<file path="src/rtl/clist_pkg.sv">
package clist_pkg;

    // Default sizes, handed to the top level as parameter defaults
    localparam int MAX_NODES_DEF  = 16;
    localparam int DATA_WIDTH_DEF = 32;

    // Fixed field widths of the two channels
    localparam int CMD_W    = 2;
    localparam int FIELD_W  = 32;
    localparam int STATUS_W = 3;

    // Command codes (code three is ignored)
    typedef enum logic [CMD_W-1:0] {
        CMD_INSERT   = 2'd0,
        CMD_DELETE   = 2'd1,
        CMD_TRAVERSE = 2'd2
    } cmd_t;

    // Result status codes
    typedef enum logic [STATUS_W-1:0] {
        STS_OK       = 3'd0,
        STS_EMPTY    = 3'd1,
        STS_NO_KEY   = 3'd2,
        STS_NO_VALUE = 3'd3,
        STS_FULL     = 3'd4
    } status_t;

    // Input beat
    typedef struct packed {
        logic [CMD_W-1:0]          command;
        logic signed [FIELD_W-1:0] key;
        logic signed [FIELD_W-1:0] value;
    } in_beat_t;

    // Result beat
    typedef struct packed {
        logic [STATUS_W-1:0]       status;
        logic signed [FIELD_W-1:0] data;
        logic                      last;
    } out_beat_t;

    // Controller states
    typedef enum logic [3:0] {
        S_IDLE,
        S_FREE,
        S_INEW,
        S_IRD,
        S_ICMP,
        S_ILINK,
        S_DRD_H,
        S_DCMP_H,
        S_PRD,
        S_PCMP,
        S_FIX,
        S_DRD,
        S_DCMP,
        S_TRD,
        S_TCMP,
        S_RESP
    } state_t;

    // Link memory write selections
    typedef enum logic [2:0] {
        LW_NONE,
        LW_SLOT_SELF,
        LW_SLOT_NX,
        LW_CUR_SLOT,
        LW_CUR_HN,
        LW_PREV_NX
    } link_op_t;

    // Node occupancy updates
    typedef enum logic [1:0] {
        U_NONE,
        U_SET_SLOT,
        U_CLR_HEAD,
        U_CLR_CUR
    } use_op_t;

    // Head pointer updates
    typedef enum logic [1:0] {
        H_NONE,
        H_SLOT,
        H_HN,
        H_EMPTY
    } head_op_t;

    // Controller to datapath
    typedef struct packed {
        logic                load;      // capture input beat, restart walk
        logic                restart;   // walk pointer back to head, count cleared
        logic                rd;        // read node memories at walk pointer
        logic                cur_adv;   // step walk pointer along its link
        logic                cnt_inc;
        logic                slot_take; // free slot found at count
        logic                hn_save;   // keep successor of head
        logic                wr_val;    // value memory write at slot
        link_op_t            link_op;
        use_op_t             use_op;
        head_op_t            head_op;
        logic                emit;
        logic [STATUS_W-1:0] status;
        logic                last;
        logic                data_sel;  // node value rather than zero
    } dp_cmd_t;

    // Datapath to controller
    typedef struct packed {
        logic nonempty;
        logic slot_free;
        logic eq_key;
        logic eq_val;
        logic nx_head;
        logic cnt_last;
        logic out_free;
    } dp_sts_t;

endpackage

</file>
<file path="src/rtl/clist_ctrl.sv">
module clist_ctrl (
    input  logic                          aclk,
    input  logic                          aresetn,
    input  logic                          s_valid,
    input  logic [clist_pkg::CMD_W-1:0]   s_command,
    output logic                          s_ready,
    output clist_pkg::dp_cmd_t            cmd,
    input  clist_pkg::dp_sts_t            sts
);

    clist_pkg::state_t  state_reg, state_next;
    clist_pkg::status_t resp_reg, resp_next;

    // State and pending status
    always_ff @(posedge aclk) begin
        if (!aresetn) begin
            state_reg <= clist_pkg::S_IDLE;
            resp_reg  <= clist_pkg::STS_OK;
        end else begin
            state_reg <= state_next;
            resp_reg  <= resp_next;
        end
    end

    // Next state and datapath commands
    always_comb begin
        state_next = state_reg;
        resp_next  = resp_reg;
        cmd        = '0;
        s_ready    = 1'b0;
        unique case (state_reg)
            clist_pkg::S_IDLE: begin
                s_ready = 1'b1;
                if (s_valid) begin
                    cmd.load = 1'b1;
                    unique case (s_command)
                        clist_pkg::CMD_INSERT: state_next = clist_pkg::S_FREE;
                        clist_pkg::CMD_DELETE: begin
                            if (sts.nonempty) begin
                                state_next = clist_pkg::S_DRD_H;
                            end else begin
                                resp_next  = clist_pkg::STS_EMPTY;
                                state_next = clist_pkg::S_RESP;
                            end
                        end
                        clist_pkg::CMD_TRAVERSE: begin
                            if (sts.nonempty) begin
                                state_next = clist_pkg::S_TRD;
                            end else begin
                                resp_next  = clist_pkg::STS_EMPTY;
                                state_next = clist_pkg::S_RESP;
                            end
                        end
                        default: ;
                    endcase
                end
            end
            // scan occupancy for the lowest free slot
            clist_pkg::S_FREE: begin
                if (sts.slot_free) begin
                    cmd.slot_take = 1'b1;
                    cmd.restart   = 1'b1;
                    state_next    = sts.nonempty ? clist_pkg::S_IRD : clist_pkg::S_INEW;
                end else if (sts.cnt_last) begin
                    resp_next  = clist_pkg::STS_FULL;
                    state_next = clist_pkg::S_RESP;
                end else begin
                    cmd.cnt_inc = 1'b1;
                end
            end
            // first node becomes the head, linked to itself
            clist_pkg::S_INEW: begin
                cmd.wr_val  = 1'b1;
                cmd.link_op = clist_pkg::LW_SLOT_SELF;
                cmd.use_op  = clist_pkg::U_SET_SLOT;
                cmd.head_op = clist_pkg::H_SLOT;
                resp_next   = clist_pkg::STS_OK;
                state_next  = clist_pkg::S_RESP;
            end
            clist_pkg::S_IRD: begin
                cmd.rd     = 1'b1;
                state_next = clist_pkg::S_ICMP;
            end
            clist_pkg::S_ICMP: begin
                if (sts.eq_key) begin
                    cmd.wr_val  = 1'b1;
                    cmd.link_op = clist_pkg::LW_SLOT_NX;
                    cmd.use_op  = clist_pkg::U_SET_SLOT;
                    state_next  = clist_pkg::S_ILINK;
                end else if (sts.nx_head || sts.cnt_last) begin
                    resp_next  = clist_pkg::STS_NO_KEY;
                    state_next = clist_pkg::S_RESP;
                end else begin
                    cmd.cur_adv = 1'b1;
                    cmd.cnt_inc = 1'b1;
                    state_next  = clist_pkg::S_IRD;
                end
            end
            clist_pkg::S_ILINK: begin
                cmd.link_op = clist_pkg::LW_CUR_SLOT;
                resp_next   = clist_pkg::STS_OK;
                state_next  = clist_pkg::S_RESP;
            end
            // delete: look at the head first
            clist_pkg::S_DRD_H: begin
                cmd.rd     = 1'b1;
                state_next = clist_pkg::S_DCMP_H;
            end
            clist_pkg::S_DCMP_H: begin
                if (sts.eq_val) begin
                    if (sts.nx_head) begin
                        cmd.use_op  = clist_pkg::U_CLR_HEAD;
                        cmd.head_op = clist_pkg::H_EMPTY;
                        resp_next   = clist_pkg::STS_OK;
                        state_next  = clist_pkg::S_RESP;
                    end else begin
                        cmd.hn_save = 1'b1;
                        state_next  = clist_pkg::S_PRD;
                    end
                end else if (sts.nx_head) begin
                    resp_next  = clist_pkg::STS_NO_VALUE;
                    state_next = clist_pkg::S_RESP;
                end else begin
                    cmd.cur_adv = 1'b1;
                    state_next  = clist_pkg::S_DRD;
                end
            end
            // walk round to the node in front of the head
            clist_pkg::S_PRD: begin
                cmd.rd     = 1'b1;
                state_next = clist_pkg::S_PCMP;
            end
            clist_pkg::S_PCMP: begin
                if (sts.nx_head) begin
                    state_next = clist_pkg::S_FIX;
                end else begin
                    cmd.cur_adv = 1'b1;
                    cmd.cnt_inc = 1'b1;
                    state_next  = sts.cnt_last ? clist_pkg::S_FIX : clist_pkg::S_PRD;
                end
            end
            clist_pkg::S_FIX: begin
                cmd.link_op = clist_pkg::LW_CUR_HN;
                cmd.use_op  = clist_pkg::U_CLR_HEAD;
                cmd.head_op = clist_pkg::H_HN;
                resp_next   = clist_pkg::STS_OK;
                state_next  = clist_pkg::S_RESP;
            end
            // delete: search behind the head
            clist_pkg::S_DRD: begin
                cmd.rd     = 1'b1;
                state_next = clist_pkg::S_DCMP;
            end
            clist_pkg::S_DCMP: begin
                if (sts.eq_val) begin
                    cmd.link_op = clist_pkg::LW_PREV_NX;
                    cmd.use_op  = clist_pkg::U_CLR_CUR;
                    resp_next   = clist_pkg::STS_OK;
                    state_next  = clist_pkg::S_RESP;
                end else begin
                    cmd.cur_adv = 1'b1;
                    cmd.cnt_inc = 1'b1;
                    if (sts.nx_head || sts.cnt_last) begin
                        resp_next  = clist_pkg::STS_NO_VALUE;
                        state_next = clist_pkg::S_RESP;
                    end else begin
                        state_next = clist_pkg::S_DRD;
                    end
                end
            end
            // traverse: one beat per node
            clist_pkg::S_TRD: begin
                cmd.rd     = 1'b1;
                state_next = clist_pkg::S_TCMP;
            end
            clist_pkg::S_TCMP: begin
                if (sts.out_free) begin
                    cmd.emit     = 1'b1;
                    cmd.status   = clist_pkg::STS_OK;
                    cmd.data_sel = 1'b1;
                    cmd.last     = sts.nx_head || sts.cnt_last;
                    if (sts.nx_head || sts.cnt_last) begin
                        state_next = clist_pkg::S_IDLE;
                    end else begin
                        cmd.cur_adv = 1'b1;
                        cmd.cnt_inc = 1'b1;
                        state_next  = clist_pkg::S_TRD;
                    end
                end
            end
            clist_pkg::S_RESP: begin
                if (sts.out_free) begin
                    cmd.emit   = 1'b1;
                    cmd.status = resp_reg;
                    cmd.last   = 1'b1;
                    state_next = clist_pkg::S_IDLE;
                end
            end
            default: state_next = clist_pkg::S_IDLE;
        endcase
    end

    // Only the idle state takes a beat, and a beat never lands on a busy walk
    a_ready_idle: assert property (@(posedge aclk) disable iff (!aresetn)
        s_ready |-> state_reg == clist_pkg::S_IDLE)
        else $error("input ready outside idle");

    // A status beat from the response state ends the command and returns to idle
    a_emit_last: assert property (@(posedge aclk) disable iff (!aresetn)
        (cmd.emit && state_reg == clist_pkg::S_RESP) |=> state_reg == clist_pkg::S_IDLE)
        else $error("status beat did not end the command");

endmodule

</file>
<file path="src/rtl/clist_dp.sv">
module clist_dp #(
    parameter int MAX_NODES  = clist_pkg::MAX_NODES_DEF,
    parameter int DATA_WIDTH = clist_pkg::DATA_WIDTH_DEF
) (
    input  logic                  aclk,
    input  logic                  aresetn,
    input  clist_pkg::in_beat_t   s_payload,
    output logic                  m_valid,
    input  logic                  m_ready,
    output clist_pkg::out_beat_t  m_payload,
    input  clist_pkg::dp_cmd_t    cmd,
    output clist_pkg::dp_sts_t    sts
);

    localparam int IDX_W = $clog2(MAX_NODES);
    localparam int FW    = clist_pkg::FIELD_W;

    // Node pool
    logic [DATA_WIDTH-1:0] val_mem  [MAX_NODES];
    logic [IDX_W-1:0]      link_mem [MAX_NODES];
    logic [DATA_WIDTH-1:0] val_rdata_reg;
    logic [IDX_W-1:0]      link_rdata_reg;

    logic [MAX_NODES-1:0]  in_use_reg;
    logic [IDX_W-1:0]      head_reg;
    logic                  nonempty_reg;

    logic [IDX_W-1:0]      cur_reg, prev_reg, slot_reg, hn_reg, cnt_reg;
    logic [DATA_WIDTH-1:0] key_reg, val_reg;
    logic [DATA_WIDTH-1:0] key_in, val_in;
    logic [FW-1:0]         data_out;

    logic [IDX_W-1:0]      nx;
    logic                  link_we;
    logic [IDX_W-1:0]      link_waddr, link_wdata;

    logic                  m_valid_reg;
    clist_pkg::out_beat_t  m_payload_reg;

    // Field width conversions, in and out
    generate
        if (DATA_WIDTH <= FW) begin : g_in_narrow
            assign key_in = s_payload.key[DATA_WIDTH-1:0];
            assign val_in = s_payload.value[DATA_WIDTH-1:0];
        end else begin : g_in_wide
            assign key_in = {{(DATA_WIDTH-FW){s_payload.key[FW-1]}}, s_payload.key};
            assign val_in = {{(DATA_WIDTH-FW){s_payload.value[FW-1]}}, s_payload.value};
        end
        if (DATA_WIDTH >= FW) begin : g_out_wide
            assign data_out = val_rdata_reg[FW-1:0];
        end else begin : g_out_narrow
            assign data_out = {{(FW-DATA_WIDTH){val_rdata_reg[DATA_WIDTH-1]}}, val_rdata_reg};
        end
    endgenerate

    // Successor of the node just read; out-of-range links fall back to node zero
    assign nx = ({1'b0, link_rdata_reg} < (IDX_W+1)'(MAX_NODES)) ? link_rdata_reg : '0;

    // Status to the controller
    always_comb begin
        sts.nonempty  = nonempty_reg;
        sts.slot_free = !in_use_reg[cnt_reg];
        sts.eq_key    = val_rdata_reg == key_reg;
        sts.eq_val    = val_rdata_reg == val_reg;
        sts.nx_head   = nx == head_reg;
        sts.cnt_last  = cnt_reg == IDX_W'(MAX_NODES - 1);
        sts.out_free  = !m_valid_reg || m_ready;
    end

    // Link write port selection
    always_comb begin
        link_we    = 1'b1;
        link_waddr = slot_reg;
        link_wdata = slot_reg;
        unique case (cmd.link_op)
            clist_pkg::LW_NONE:      link_we = 1'b0;
            clist_pkg::LW_SLOT_SELF: ;
            clist_pkg::LW_SLOT_NX:   link_wdata = nx;
            clist_pkg::LW_CUR_SLOT:  link_waddr = cur_reg;
            clist_pkg::LW_CUR_HN: begin
                link_waddr = cur_reg;
                link_wdata = hn_reg;
            end
            clist_pkg::LW_PREV_NX: begin
                link_waddr = prev_reg;
                link_wdata = nx;
            end
            default: link_we = 1'b0;
        endcase
    end

    // Node memories: one write, one registered read each
    always_ff @(posedge aclk) begin
        if (cmd.wr_val) begin
            val_mem[slot_reg] <= val_reg;
        end
        if (link_we) begin
            link_mem[link_waddr] <= link_wdata;
        end
        if (cmd.rd) begin
            val_rdata_reg  <= val_mem[cur_reg];
            link_rdata_reg <= link_mem[cur_reg];
        end
    end

    // Occupancy, head and list flag
    always_ff @(posedge aclk) begin
        if (!aresetn) begin
            in_use_reg   <= '0;
            head_reg     <= '0;
            nonempty_reg <= 1'b0;
        end else begin
            case (cmd.use_op)
                clist_pkg::U_SET_SLOT: in_use_reg[slot_reg] <= 1'b1;
                clist_pkg::U_CLR_HEAD: in_use_reg[head_reg] <= 1'b0;
                clist_pkg::U_CLR_CUR:  in_use_reg[cur_reg]  <= 1'b0;
                default: ;
            endcase
            case (cmd.head_op)
                clist_pkg::H_SLOT: begin
                    head_reg     <= slot_reg;
                    nonempty_reg <= 1'b1;
                end
                clist_pkg::H_HN: head_reg <= hn_reg;
                clist_pkg::H_EMPTY: begin
                    head_reg     <= '0;
                    nonempty_reg <= 1'b0;
                end
                default: ;
            endcase
        end
    end

    // Walk pointers and step count
    always_ff @(posedge aclk) begin
        if (!aresetn) begin
            cnt_reg <= '0;
        end else if (cmd.load || cmd.restart) begin
            cnt_reg <= '0;
        end else if (cmd.cnt_inc) begin
            cnt_reg <= cnt_reg + 1'b1;
        end
    end

    always_ff @(posedge aclk) begin
        if (cmd.load) begin
            key_reg <= key_in;
            val_reg <= val_in;
        end
        if (cmd.load || cmd.restart) begin
            cur_reg <= head_reg;
        end else if (cmd.cur_adv) begin
            prev_reg <= cur_reg;
            cur_reg  <= nx;
        end
        if (cmd.slot_take) begin
            slot_reg <= cnt_reg;
        end
        if (cmd.hn_save) begin
            hn_reg <= nx;
        end
    end

    // Result register: holds a beat until taken, refilled in the same cycle
    always_ff @(posedge aclk) begin
        if (!aresetn) begin
            m_valid_reg <= 1'b0;
        end else if (cmd.emit) begin
            m_valid_reg <= 1'b1;
        end else if (m_ready) begin
            m_valid_reg <= 1'b0;
        end
    end

    always_ff @(posedge aclk) begin
        if (cmd.emit) begin
            m_payload_reg.status <= cmd.status;
            m_payload_reg.data   <= cmd.data_sel ? data_out : '0;
            m_payload_reg.last   <= cmd.last;
        end
    end

    assign m_valid   = m_valid_reg;
    assign m_payload = m_payload_reg;

    // A pending result beat is never overwritten
    a_no_overwrite: assert property (@(posedge aclk) disable iff (!aresetn)
        cmd.emit |-> (!m_valid_reg || m_ready))
        else $error("result beat overwritten");

    // The head of a nonempty list is an occupied node
    a_head_in_use: assert property (@(posedge aclk) disable iff (!aresetn)
        nonempty_reg |-> in_use_reg[head_reg])
        else $error("head node not in use");

    // An empty list holds no nodes
    a_empty_pool: assert property (@(posedge aclk) disable iff (!aresetn)
        !nonempty_reg |-> in_use_reg == '0)
        else $error("nodes in use with empty list");

    // Allocation only takes a free slot
    a_alloc_free: assert property (@(posedge aclk) disable iff (!aresetn)
        cmd.use_op == clist_pkg::U_SET_SLOT |-> !in_use_reg[slot_reg])
        else $error("allocated slot already in use");

endmodule

</file>
<file path="src/rtl/circular_list_engine.sv">
// Channel  Ports                        Direction  Beat
// -------  ---------------------------  ---------  ---------------------------
// input    s_valid s_ready s_payload    in         command, key, value
// result   m_valid m_ready m_payload    out        status, data, last
//
// One command at a time; a result waits in an output register while the next
// command is taken. Insert: scans occupancy for the lowest free slot, then
// walks the list to the node holding the key. Delete: walks to the match,
// then round to the head's predecessor when the head goes. Traverse: visits
// each node. Every walk step reads the node memories, whose read is registered,
// then compares. Reset empties the list at once, no clearing pass.
// A stalled result channel holds a traverse at its next node.
module circular_list_engine #(
    parameter int MAX_NODES  = clist_pkg::MAX_NODES_DEF,
    parameter int DATA_WIDTH = clist_pkg::DATA_WIDTH_DEF
) (
    input  logic                  aclk,
    input  logic                  aresetn,
    input  logic                  s_valid,
    output logic                  s_ready,
    input  clist_pkg::in_beat_t   s_payload,
    output logic                  m_valid,
    input  logic                  m_ready,
    output clist_pkg::out_beat_t  m_payload
);

    clist_pkg::dp_cmd_t cmd;
    clist_pkg::dp_sts_t sts;

    clist_ctrl u_ctrl (
        .aclk      (aclk),
        .aresetn   (aresetn),
        .s_valid   (s_valid),
        .s_command (s_payload.command),
        .s_ready   (s_ready),
        .cmd       (cmd),
        .sts       (sts)
    );

    clist_dp #(
        .MAX_NODES  (MAX_NODES),
        .DATA_WIDTH (DATA_WIDTH)
    ) u_dp (
        .aclk      (aclk),
        .aresetn   (aresetn),
        .s_payload (s_payload),
        .m_valid   (m_valid),
        .m_ready   (m_ready),
        .m_payload (m_payload),
        .cmd       (cmd),
        .sts       (sts)
    );

endmodule

</file>
<file path="config.mk">
export PLATFORM = sky130hd
export DESIGN_NAME = circular_list_engine
export DESIGN_NICKNAME = d
export VERILOG_FILES = /design/src/rtl/clist_pkg.sv /design/src/rtl/clist_ctrl.sv /design/src/rtl/clist_dp.sv /design/src/rtl/circular_list_engine.sv
export SDC_FILE = /design/constraint.sdc
export NUM_CORES = 1
export LEC_CHECK = 0
export ABC_AREA = 1
export BUFFER_PORTS_ARGS = -buffer_cell sky130_fd_sc_hd__buf_4
export CORE_UTILIZATION = 40
export CTS_CLUSTER_DIAMETER = 100
export DETAILED_ROUTE_END_ITERATION = 6
export HOLD_SLACK_MARGIN = 0.03
export PLACE_DENSITY_LB_ADDON = 0.08
export SYNTH_ARGS = -nofsm -noshare
export SYNTH_HDL_FRONTEND = slang
export SYNTH_HIERARCHICAL = 1
export SYNTH_SLANG_ARGS = --single-unit
</file>
<file path="constraint.sdc">
create_clock -name aclk -period 6.65 [get_ports aclk]
set_input_delay 1.6625 -clock aclk [delete_from_list [all_inputs] [get_ports aclk]]
set_output_delay 1.6625 -clock aclk [all_outputs]
set_load 0.05 [all_outputs]
</file>
# Word-level counts from Yosys, hierarchy flattened
# Memories as Yosys holds them, arrays and structs flattened. A register that Yosys moved wholly into a read port is not among the register bits.
# Index checks and enable logic that the tools add are counted.
[totals]
reg_bits = 149
ramBits = 576
inputBits = 70
wordCells = 189
memories = 2
[mem_list]
columns = ["memory", "depth", "width", "read_ports", "rd_ports_with_merged_regs", "wr", "line", "rtl"]
rows = [
  ["u_dp.val_mem", 16, 32, 1, 1, 1, "clist_dp.sv:19", "logic [DATA_WIDTH-1:0] val_mem [MAX_NODES];"],
  ["u_dp.link_mem", 16, 4, 1, 1, 1, "clist_dp.sv:20", "logic [IDX_W-1:0] link_mem [MAX_NODES];"],
]
[classes]
addsub = 1
order_cmp = 7
n_eq_ne = 45
n_mux = 86
bitwise = 7
reduce_logical = 25
[ops]
columns = ["operator", "count"]
rows = [
  ["$eq 32x32->1", 2],
  ["$mux 4", 14],
  ["$pmux 4 s14", 1],
  ["$mux 3", 17],
  ["$pmux 16 s3", 1],
  ["$eq 4x4->1 const B", 9],
  ["$and 16x16->16", 2],
  ["$not 16->16", 2],
  ["$mux 1", 25],
  ["$pmux 4 s3", 2],
  ["$lt 4x5->1 const B", 4],
  ["$pmux 3 s6", 1],
  ["$eq 4x3->1 const B", 4],
  ["$or 16x16->16", 1],
  ["$pmux 4 s2", 2],
  ["$pmux 3 s5", 1],
  ["$mux 2", 7],
  ["$demux 1 s4", 3],
  ["$ge 4x1->1 const B", 3],
  ["$mux 6", 2],
  ["$ne 2x2->1 const B", 6],
  ["$eq 2x2->1 const B", 5],
  ["$mux 5", 2],
  ["$pmux 1 s5", 2],
  ["32 further kinds", 53],
]

# Longest topological paths before layout
[logic_depth]
word_depth = 8
depth_mapped = 18
depth_no_buf = 17

# Hierarchy
# Netlist, hierarchy kept.
[modules_own_cells]
columns = ["module", "n_inst", "cells_each", "area_per_inst_um2", "seq_area_each_um2"]
rows = [
  ["clist_dp", 1, 2308, 29298.1, 22381.5],
  ["clist_ctrl", 1, 199, 978.4, 140.1],
]

# Least setup slack after synthesis
# Ideal clock, no wire load.
[synth_timing]
path_type = "input-to-reg"
startpoint = "input port s_valid"
endpoint = "register u_dp.cur_reg[0], enable pin"
arrival_ps = 5297
required_ps = 6324
setup_slack_ps = 1027
path_stages = 4
n_path_buf = 0
cell_sequence = "inv_1 -> nor2_1 -> nor2_1 -> nand2_1"
[synth_rtl]
columns = ["item", "line", "rtl"]
rows = [
  ["start, declared", "circular_list_engine.sv:19", "input logic s_valid,"],
  ["end signal, assigned", "clist_dp.sv:151", "cur_reg <= head_reg;"],
  ["end signal, assigned", "clist_dp.sv:154", "cur_reg <= nx;"],
  ["end, declared", "clist_dp.sv:28", "logic [IDX_W-1:0] cur_reg, prev_reg, slot_reg, hn_reg, cnt_reg;"],
]

==> summary.md <==
| Metric | Value |
|---|---|
| Outcome | `finished clean` |
| Max Fclk | `226 MHz` |
| Initial antenna violation count | `2` |
| I/O Buffers | `about 110` |
| Most frequent cell after synthesis | `nand2_1` |
| Slew margin rel. | `0.214` |
| DRT Pass-1 Iters | `5` |
| Initial cell density of the core | `0.405` |
| DP HPWL | `between 40,000 and 50,000 µm` |
| Hold Path End | `u_ctrl/resp_reg[0]` |
| Worst Skew | `0.0197 ns` |
| WS Path Type | `reg -> reg` |
| Setup tns final | `0 ns` |
| Reg2reg path depth | `16` |
| Boundary Pins | `roughly 110` |
| Synth cell count leaders | `928 x nand2_1, 728 x edfxtp_1, 190 x nand4_1` |
| Share of cells above drive strength 1 | `0.107` |
| Mean routed wirelength per cell | `roughly 23 µm` |
| Synth Area in Compound Gates | `0.0166` |
| Synth Area in Simple Gates | `0.188` |
| Unrepaired setup endpoints after global routing | `no` |
| Cell taking the most area after synthesis | `edfxtp_1` |
| Largest net degree at the start of global routing | `~140` |
| Power Dens Cells | `between 400 and 500 nW/µm²` |
| Worst Setup SP | `u_dp/val_reg[3]` |
| Worst hold path class | `reg -> reg` |
| Die width | `roughly 280 µm` |
| Least-Margin Pin Slew | `about 1.2 ns` |
| CTS Sinks | `approximately 760` |
| CP max stage delay | `0.64 ns` |
| DRC viols | `0` |
| CTS buffer count | `84` |
| H-tree levels | `3` |
| Post-Syn Area | `30,300 µm²` |
| Avg Inst Size Synth | `approximately 12 µm²` |
| Seq/Total Area, Yosys | `0.744` |
| Clock Latency Late Sink | `between 0.6 and 0.7 ns` |
| Initial drt markers | `roughly 1,900` |
| Required time worst endpoint | `6.93 ns` |
| Fin. max-slew vios | `0` |
| Core Region | `74,700 µm²` |
| CP Launch Type | `register` |
| Synth Area in Adders | `0.00165` |
| Filler Cells Inserted | `6,686` |
| Post-CTS setup buffer count | `0` |
| Final min period | `approximately 4.4 ns` |
| Final Setup Violations | `0` |
| CP max-delay cell | `edfxtp_1` |
| Post-Place Cells | `roughly 3,500` |
| Routed vias/inst | `~5.4` |
| WP data arrival | `around 4.7 ns` |
| CP most frequent cell | `nand2_1` |
| Reg clk slew, reported paths | `about 0.060 ns` |
| Vias in the first global route | `slightly below 20,000` |
| Fin crit share | `0.664` |
| FFs w/ async S/R, synth | `0` |
| HP Start | `u_ctrl/resp_reg[0]` |
| Placed cell areas | `approximately 32,000 µm²` |
| Leakage power | `12.2 nW` |
| Total Wirelength | `~86,000 µm` |
| Post-synthesis mux area share | `0` |
| Worst R2R Setup Slack | `between 2 and 2.5 ns` |
| ANT nets after route | `0` |
| Yosys reg bits | `between 700 and 800` |
| # rows | `100` |
| Syn Nets | `2,581` |
| Total number of vias | `just under 20,000` |
| Final #Nets | `about 2,700` |
| Total Routing Usage GR | `0.223` |
| Largest register FFs | `just over 500` |
| Peak VDD IR | `between 300 and 400 µV` |
| Netlist cell types | `33` |
| Top-area cell type share of the netlist area | `0.722` |
| Worst path cell trace | `xor2_1 -> nor2_1 -> nand2_1 -> nor2_1 -> nand2_1 -> nor2_1 -> nand2_1 -> nand2_1 -> inv_1 -> nand3_1 -> nand2_1 -> nand2_1 -> nand2_1 -> nor2_1 -> nand3_1 -> nor2_1` |
| Root Buffer | `clkbuf_16` |
| CTS resizes | `0` |
| Largest family of logic cells by synthesized area | `simple AND/OR/NAND/NOR gates` |
| Reg2reg end | `u_dp/link_mem[7][0]` |
| YS warnings | `6` |
| Synth Instances | `between 2,000 and 3,000` |
| Finished Layout Cells | `about 3,700` |
| Hold Path Cell Cnt | `2` |
| Most used flip-flop cell after synthesis | `edfxtp_1` |
| Ant diodes | `0` |
| Max cap viols | `0` |
| Final core utilization | `0.467` |
| Top cells by area, synth | `edfxtp_1 72%, nand2_1 12%, nand4_1 3.9%` |
| Critical R2R Launch | `u_dp/val_reg[3]` |
| Die H | `roughly 280 µm` |
| Critical path peak fanout | `17` |
| P&R area growth vs syn | `15.3%` |
| Hold_buf cts | `0` |
| Die Footprint | `approximately 77,000 µm²` |
| Xor/xnor share of the synthesized area | `0.0191` |
| Post-synth EDFFs | `approximately 730` |
| Gr ovfl total | `0` |
| Cell area after layout | `between 30,000 and 40,000 µm²` |
| First-pass GRT wire length | `126,000 µm` |
| Worst Setup End Kind | `register` |
| Placer Congestion | `just over 0.9` |
| Final Hold Viols | `0` |
| TritonCTS clock tree | `built` |
| Clock Tree Buf Depth | `3` |
-- how the worst max path moves through the flow --
stage                               end  cells after the start
floorplan               u_dp/cur_reg[0]                      4
global placement    u_dp/link_mem[2][0]                     16
detailed placement  u_dp/link_mem[7][0]                     16
CTS                 u_dp/link_mem[2][2]                     13
global route        u_dp/link_mem[2][2]                     16
finish              u_dp/link_mem[7][0]                     16
-- cell families (layout without fill, tap and decap cells) --
kind of cell	after synthesis	in the layout
AO/OA/AOI/OAI	91	91
XOR/XNOR	66	66
adder cells (fa/ha/maj)	4	4
buffers and inverters	226	430
flip-flops	761	761
AND/OR/NAND/NOR	1359	1359
-- cell type report --
cell class                 count  area, µm²  area share
sequential                   761      22500       0.645
timing repair buffer         141       1100      0.0314
clock buffer                 101       2190      0.0627
inverter                     135        509      0.0146
tap                          969       1210      0.0347
multi-input combinational   1520       6980       0.200
clock inverter                53        398      0.0114
-- critical path, delay by kind of cell, from the launching register on --
kind                   cells  cell delay [ns]
XOR/XNOR                   1             0.24
buffers and inverters      1             0.12
flip-flops                 1             0.64
AND/OR/NAND/NOR           14             3.04
-- layer usage --
metal	vias to the layer above	routed length, µm	track usage
met4	0	2060	0.0660
met2	770	39500	0.348
met3	141	5780	0.0328
met5	-	0	0
li1	8993	-	-
met1	9845	38700	0.324
-- power by group --
part           switching, W  internal, W  leakage, nW
clock               0.00191      0.00247         1.25
sequential         0.000467      0.00599         6.82
combinational       0.00278      0.00103         4.16
total               0.00516      0.00949         12.2
-- per-stage QoR --
stage / setup slack (ns) / hold WS, ns / power [W]
6_report: 2.23 / 0.488 / 0.0147
5_1_grt: 1.88 / 0.513 / 0.0153
4_1_cts: 2.26 / 0.492 / 0.0148
3_5_place_dp: 2.30 / 0.481 / 0.0104
3_3_place_gp: 2.42 / 0.481 / 0.0104
2_1_floorplan: 1.03 / 0.421 / 0.00883
-- cell usage in the layout (no fill, tap or decap), types with 2 or more instances in the layout --
master,count
clkbuf_16,85
nand4_1,190
buf_4,138
xnor2_1,18
nand2_1,928
clkinv_2,12
nor3_1,12
clkbuf_1,16
nor2_4,16
bufinv_16,3
clkinvlp_4,4
nand3_1,55
o21ai_0,43
nor2_2,4
clkinv_8,3
nor3_2,6
dfxtp_1,33
nor2_1,144
o22ai_1,3
inv_1,124
buf_12,3
a21oi_1,27
xor2_1,48
o211ai_1,10
edfxtp_1,728
ha_1,4
clkinv_1,30
o21ai_1,2
inv_2,7
Power figures use the tool's default switching activity.
